### config.mk
export PLATFORM = sky130hd
export DESIGN_NAME = weighted_random_select_unit
export DESIGN_NICKNAME = d
export VERILOG_FILES = /design/src/rtl/wrs_pkg.sv /design/src/rtl/wrs_table.sv /design/src/rtl/weighted_random_select_unit.sv
export SDC_FILE = /design/constraint.sdc
export NUM_CORES = 1
export LEC_CHECK = 0
export BUFFER_PORTS_ARGS = -buffer_cell sky130_fd_sc_hd__buf_2
export CAP_MARGIN = 0
export CORE_MARGIN = 1
export CORE_UTILIZATION = 30
export DETAILED_ROUTE_END_ITERATION = 8
export MAX_ROUTING_LAYER = met4
export PLACE_DENSITY = 0.52
export SETUP_SLACK_MARGIN = 0.3
export SLEW_MARGIN = 30
export SYNTH_ARGS = -nofsm -noshare
export SYNTH_HDL_FRONTEND = slang
export SYNTH_HIERARCHICAL = 1
export SYNTH_SLANG_ARGS = --single-unit
### constraint.sdc
create_clock -name clk -period 4.6 [get_ports clk]
set_clock_uncertainty 0.1 [all_clocks]
set_input_delay 0.23 -clock clk [delete_from_list [all_inputs] [get_ports clk]]
set_output_delay 0.23 -clock clk [all_outputs]
set_load 0.02 [all_outputs]
### src/rtl/wrs_pkg.sv
// ----------------------------------------------------------------------------
// wrs_pkg
// Types and constants for the weighted random select unit.
// ----------------------------------------------------------------------------
package wrs_pkg;

  localparam int MAX_ENTRIES_DEF = 64;
  localparam int WEIGHT_BITS_DEF = 16;

  localparam int ACTIVE_W = 7;
  localparam int INDEX_W  = 6;
  localparam int WEIGHT_W = 16;
  localparam int DRAW_W   = 22;

  localparam logic [DRAW_W-1:0] TOTAL_MAX = 22'h3F_FFFF;

  localparam logic OP_WRITE = 1'b0;
  localparam logic OP_DRAW  = 1'b1;

  typedef struct packed {
    logic                op;
    logic [INDEX_W-1:0]  entry_index;
    logic [WEIGHT_W-1:0] entry_weight;
    logic [DRAW_W-1:0]   draw_value;
  } wrs_req_t;

  typedef struct packed {
    logic [INDEX_W-1:0] selected_index;
    logic               found;
    logic               empty_error;
    logic [DRAW_W-1:0]  total_weight;
  } wrs_res_t;

endpackage

### src/rtl/wrs_table.sv
// ----------------------------------------------------------------------------
// wrs_table
// Weight store: one write port, one read port with registered read data.
// ----------------------------------------------------------------------------
module wrs_table #(
  parameter int DEPTH  = 64,
  parameter int WIDTH  = 16,
  parameter int ADDR_W = 6
) (
  input  logic              clk,
  input  logic              wr_en,
  input  logic [ADDR_W-1:0] wr_addr,
  input  logic [WIDTH-1:0]  wr_data,
  input  logic              rd_en,
  input  logic [ADDR_W-1:0] rd_addr,
  output logic [WIDTH-1:0]  rd_data
);

  logic [WIDTH-1:0] mem [DEPTH];

  always_ff @(posedge clk) begin
    if (wr_en) begin
      mem[wr_addr] <= wr_data;
    end
  end

  always_ff @(posedge clk) begin
    if (rd_en) begin
      rd_data <= mem[rd_addr];
    end
  end

endmodule

### src/rtl/weighted_random_select_unit.sv
// ----------------------------------------------------------------------------
// weighted_random_select_unit
// Roulette-wheel selection over a table of weights, one entry per cycle.
// ----------------------------------------------------------------------------
// Usage:
//   Command channel: drive req and pulse start while busy is low. op selects
//   a weight write (entry_index, entry_weight) or a draw (draw_value).
//   Every command returns one result beat: result_valid is high for exactly
//   one cycle with result on the same cycle. The receiver cannot stall.
//   Config channel: cfg_data carries active_entries, taken when cfg_valid
//   and cfg_ready are both high; cfg_ready is low while busy.
// Timing:
//   A command walks the first N = min(active_entries, MAX_ENTRIES) table
//   entries through one shared add/compare stage, one entry a cycle, behind
//   the table's registered read port. Busy stays high for the whole walk,
//   so commands do not overlap; the result beat appears in the cycle busy
//   drops, so a new command may be issued alongside it.
// Reset:
//   rst clears the sequencer and active_entries. Table contents are not
//   cleared; entries must be written before they take part in a walk.
// ----------------------------------------------------------------------------
module weighted_random_select_unit #(
  parameter int MAX_ENTRIES = wrs_pkg::MAX_ENTRIES_DEF,
  parameter int WEIGHT_BITS = wrs_pkg::WEIGHT_BITS_DEF
) (
  input  logic                           clk,
  input  logic                           rst,
  input  logic                           start,
  output logic                           busy,
  input  wrs_pkg::wrs_req_t              req,
  output logic                           result_valid,
  output wrs_pkg::wrs_res_t              result,
  input  logic                           cfg_valid,
  output logic                           cfg_ready,
  input  logic [wrs_pkg::ACTIVE_W-1:0]   cfg_data
);

  import wrs_pkg::*;

  localparam int IDX_W = (MAX_ENTRIES > 1) ? $clog2(MAX_ENTRIES) : 1;
  localparam int CNT_W = $clog2(MAX_ENTRIES + 1);
  localparam int SUM_W = WEIGHT_BITS + CNT_W;
  localparam int ACC_W = (SUM_W > DRAW_W) ? SUM_W : DRAW_W;

  typedef enum logic {
    ST_IDLE,
    ST_WALK
  } state_t;

  state_t               state;
  logic [ACTIVE_W-1:0]  active_entries;
  logic                 op;
  logic [DRAW_W-1:0]    draw;
  logic [CNT_W-1:0]     count;
  logic [CNT_W-1:0]     addr;
  logic                 rd_vld;
  logic [IDX_W-1:0]     rd_idx;
  logic [ACC_W-1:0]     sum;
  logic                 hit;
  logic [IDX_W-1:0]     sel;

  logic                   accept;
  logic                   issue;
  logic [WEIGHT_BITS-1:0] rd_data;
  logic [ACC_W-1:0]       sum_next;
  logic                   hit_now;
  logic [CNT_W-1:0]       count_load;
  logic [31:0]            act32;
  logic [31:0]            idx32;
  logic [31:0]            wgt32;
  logic [31:0]            sel32;
  logic                   wr_en;

  assign busy      = (state != ST_IDLE);
  assign cfg_ready = !busy;
  assign accept    = start && !busy;

  // Write side of the table, applied at the accept edge so the walk sees it.
  assign idx32 = 32'(req.entry_index);
  assign wgt32 = 32'(req.entry_weight);
  assign wr_en = accept && (req.op == OP_WRITE) && (idx32 < 32'(MAX_ENTRIES));

  assign act32      = 32'(active_entries);
  assign count_load = (act32 > 32'(MAX_ENTRIES)) ? CNT_W'(MAX_ENTRIES) : CNT_W'(act32);

  assign issue    = (state == ST_WALK) && (addr != count);
  assign sum_next = sum + ACC_W'(rd_data);
  // first entry whose running prefix sum passes the draw value
  assign hit_now  = rd_vld && (op == OP_DRAW) && !hit && (ACC_W'(draw) < sum_next);
  assign sel32    = 32'(sel);

  wrs_table #(
    .DEPTH  (MAX_ENTRIES),
    .WIDTH  (WEIGHT_BITS),
    .ADDR_W (IDX_W)
  ) u_table (
    .clk     (clk),
    .wr_en   (wr_en),
    .wr_addr (idx32[IDX_W-1:0]),
    .wr_data (wgt32[WEIGHT_BITS-1:0]),
    .rd_en   (issue),
    .rd_addr (addr[IDX_W-1:0]),
    .rd_data (rd_data)
  );

  always_ff @(posedge clk) begin
    if (rst) begin
      state          <= ST_IDLE;
      active_entries <= '0;
      result_valid   <= 1'b0;
      rd_vld         <= 1'b0;
    end else begin
      result_valid <= 1'b0;
      if (cfg_valid && cfg_ready) begin
        active_entries <= cfg_data;
      end
      case (state)
        ST_IDLE: begin
          if (accept) begin
            op     <= req.op;
            draw   <= req.draw_value;
            count  <= count_load;
            addr   <= '0;
            sum    <= '0;
            hit    <= 1'b0;
            sel    <= '0;
            rd_vld <= 1'b0;
            state  <= ST_WALK;
          end
        end
        ST_WALK: begin
          rd_vld <= issue;
          rd_idx <= addr[IDX_W-1:0];
          if (issue) begin
            addr <= addr + 1'b1;
          end
          if (rd_vld) begin
            sum <= sum_next;
            if (hit_now) begin
              hit <= 1'b1;
              sel <= rd_idx;
            end
          end
          if (!issue && !rd_vld) begin
            result_valid          <= 1'b1;
            result.selected_index <= hit ? sel32[INDEX_W-1:0] : '0;
            result.found          <= hit;
            result.empty_error    <= (op == OP_DRAW) && (sum == '0);
            result.total_weight   <= (sum > ACC_W'(TOTAL_MAX)) ? TOTAL_MAX
                                                               : sum[DRAW_W-1:0];
            state                 <= ST_IDLE;
          end
        end
        default: begin
          state <= ST_IDLE;
        end
      endcase
    end
  end

endmodule

==> flow_summary.toml <==
[clock_network]
tritoncts = "yes"
cts_max_level = 3
cts_buffers = 115
clock_path_buffers = 3
cts_root_buffer = "clkbuf_16"
clk_latency_ns = 0.75
path_clk_slew_ns = 0.06
cts_sinks = 1153

[worst_setup_path]
crit_slowest_cell = "edfxtp_1"
path_cells = "ha_2 > fa_2 > a21o_1 > a221oi_4 > o31ai_4 > xnor2_2 > ha_1 > and3_1 > a2111oi_2 > o21ai_1 > o2111ai_1 > o211ai_1 > o2bb2ai_1 > a21oi_1 > buf_4"
worstSetupEndpointType = "flop"
cpPeakStageDelay_ns = 0.42
worst-path-buf-inv = 1
required_ns = 4.89
r2r_cells = 15
cp-startpoint = "sum[0]"
startpoint_type = "flop"
reg2reg_to = "sel[5]"
arrival_ns = 4.49
crit_path_max_fanout = 7
r2r_slack_ns = 0.39
reg2reg_from = "sum[0]"
critPathTopFamily = "compound AO/OA/AOI/OAI gates"
path_class = "flop to flop"

[power_and_ir_drop]
p_int_mw = 17.99
combPwrFrac = 0.069
clkPwrFrac = 0.425
p_sw_frac = 0.2199
leakagePower_nw = 17.16
seqPwrFrac = 0.507
vdd_drop_max_mv = 0.2993
netSwitchingPower_mw = 5.071
p_total_mw = 23.06
power_density_mw_per_mm2 = 429.5

[worst_hold_path]
hold_start = "req[29]"
min_to = "u_table/mem[7][7]"
min_path_type = "input port to flop"
whs_path_depth = 2

[detailed_routing]
antenna_left = 0
wl_mm = 112.1
drtIter0Drc = 2054
firstDrtPassIters = 5
drc = 0
wl_per_cell_um = 24.09
vias = 22830
via_per_inst = 4.903

[synthesis]
synthCells = 2245
netlist_area_mm2 = 0.04561
synth-seq-cells = 1153
avgSynthCellArea_um2 = 20.32
ys.flop_type = "edfxtp_1"
yosysTopAreaCell = "edfxtp_1"
synth-edff-count = 1143
ys_warn_count = 6
yosysSeqAreaShare = 0.7568
synth_nets = 2340
synth_area_leaders = "edfxtp_1 75%, mux4_2 11%, mux2i_1 2.0%"
synth.distinct_cells = 68
synth_top_area_frac = 0.7524
synthArstFlopShare = 0

[timing]
relSlewSlack = 0.3993
fin_setup_tns_ns = 0
worst-slew-pin-transition_ns = 0.8991
final_max_slew_viol_count = 0
max_freq_mhz = 237.8
setup_violations = 0
finalCriticalPeriod_ns = 4.206
final.period_utilization = 0.9143
rsz0062_at_grt = "no"
finalHoldViolations = 0

[global_routing]
grt_overflow = 0
grt_first_pass_wirelength_mm = 163.3
grt_max_degree = 65
antenna_found_initial = 11
grt_pass1_vias = 23460
grtUsageTotal = 0.1501

[die]
ioPinCount = 89
core_mm2 = 0.1503
die_w_um = 391.9
start_util = 0.3035
die_area_mm2 = 0.1536
die_h_um = 391.9
fp-row-count = 142

[finish]
layout.nets = 2628
fillers = 13990
mostFrequentLayoutCells = "1,143 x edfxtp_1, 220 x mux4_2, 141 x buf_4, 120 x nor2_1, 115 x clkbuf_16"
final_common_cell = "edfxtp_1"
multi_input_area_mm2 = 0.01043
layout-drive-gt1-share = 0.2724
ff_latch_area_mm2 = 0.03452
design_area_mm2 = 0.05370
area_growth_pct = 17.73

[place]
dpl-instance-area_mm2 = 0.04912
hpwl_mm = 70.06
place_congestion = 0.8402
port_buffers = 88

[run]
maxCapViolations = 0

[run_status]
status = "finished clean"
-- power groups by stage --
stage	sequential (mW)	clock (mW)	combinational (mW)
2_1_floorplan	11.9	0	0.899
3_3_place_gp	11.9	0	1.48
3_5_place_dp	11.9	0	1.52
4_1_cts	11.7	10.0	1.58
5_1_grt	11.7	10.4	1.69
6_report	11.7	9.79	1.59
-- registers in the layout, indices dropped and copies added (netlist names), 6 cells and up --
name             flops
count                7
sum                 23
result              30
draw                22
u_table/mem       1024
active_entries       7
sel                  6
u_table/rd_data     16
addr                 7
rd_idx               6
-- worst max path at each step --
stage | endpoint | depth (start not counted)
floorplan | hit | 14
global placement | sel[0] | 15
detailed placement | sel[4] | 15
CTS | sel[5] | 18
global route | hit | 18
finish | sel[5] | 15
-- repair_timing --
| item | CTS | global route |
|---|---|---|
| pin swaps | 4 | 11 |
| hold endpoints to repair | 65 | 0 |
| endpoints found under the setup margin | 7 | 7 |
| buffers inserted | 4 | 4 |
| resized for setup | 5 | 13 |
| hold buffers | 42 | 0 |
-- layout make-up --
class | count | share of cell area
Clock inverter | 82 | 0.01945
Multi-Input combinational cell | 973 | 0.1941
Inverter | 4 | 0.0002796
Sequential cell | 1153 | 0.6429
Timing Repair Buffer | 286 | 0.04105
Clock buffer | 134 | 0.05492
Antenna cell | 7 | 0.0003262
Tap cell | 2016 | 0.04697
-- kinds of logic (layout without fill, tap and decap cells) --
group                      Yosys count  after routing  share of synthesized area
buffers and inverters              119            506                    0.01731
xor gates and xnor gates            32             32                   0.006144
DFF                               1153           1153                     0.7568
adders and majority gates           39             39                    0.01086
other                                0              7                          0
AOI/OAI and AO/OA                  199            199                    0.03207
muxes                              343            343                     0.1378
and+or+nand+nor                    360            360                    0.03900
-- through the flow --
step	util	setup slack, ns	instances	hold WS, ns
after global routing	0.3573	0.2628	4654	0.05362
after CTS	0.3565	0.3058	4644	0.02930
after floorplan	-	0.6162	2245	0.2068
final	0.3573	0.3943	4655	0.07674
after detailed placement	0.3268	0.1115	4382	0.3094
after global placement	0.3265	0.1117	4379	0.3108
-- synth_stat cells (all sizes together), types with 18 or more instances --
| master | number |
|---|---|
| mux4 | 224 |
| nand3 | 31 |
| a21oi | 34 |
| clkbuf | 36 |
| mux2 | 27 |
| xor2 | 22 |
| nand2 | 71 |
| or2 | 22 |
| ha | 38 |
| edfxtp | 1143 |
| nor2 | 124 |
| buf | 79 |
| a22oi | 39 |
| nand4 | 18 |
| mux2i | 92 |
| nor2b | 37 |
| o21ai | 20 |
-- per-layer routing --
layer | vias to the layer above | wire length (um) | GRT usage
li1 | 9852 | - | -
met1 | 12110 | 49850 | 0.2009
met2 | 700 | 53530 | 0.2360
met3 | 164 | 6319 | 0.02750
met4 | 0 | 2447 | 0.03679
met5 | - | 0 | -
Power figures use the tool's default switching activity.
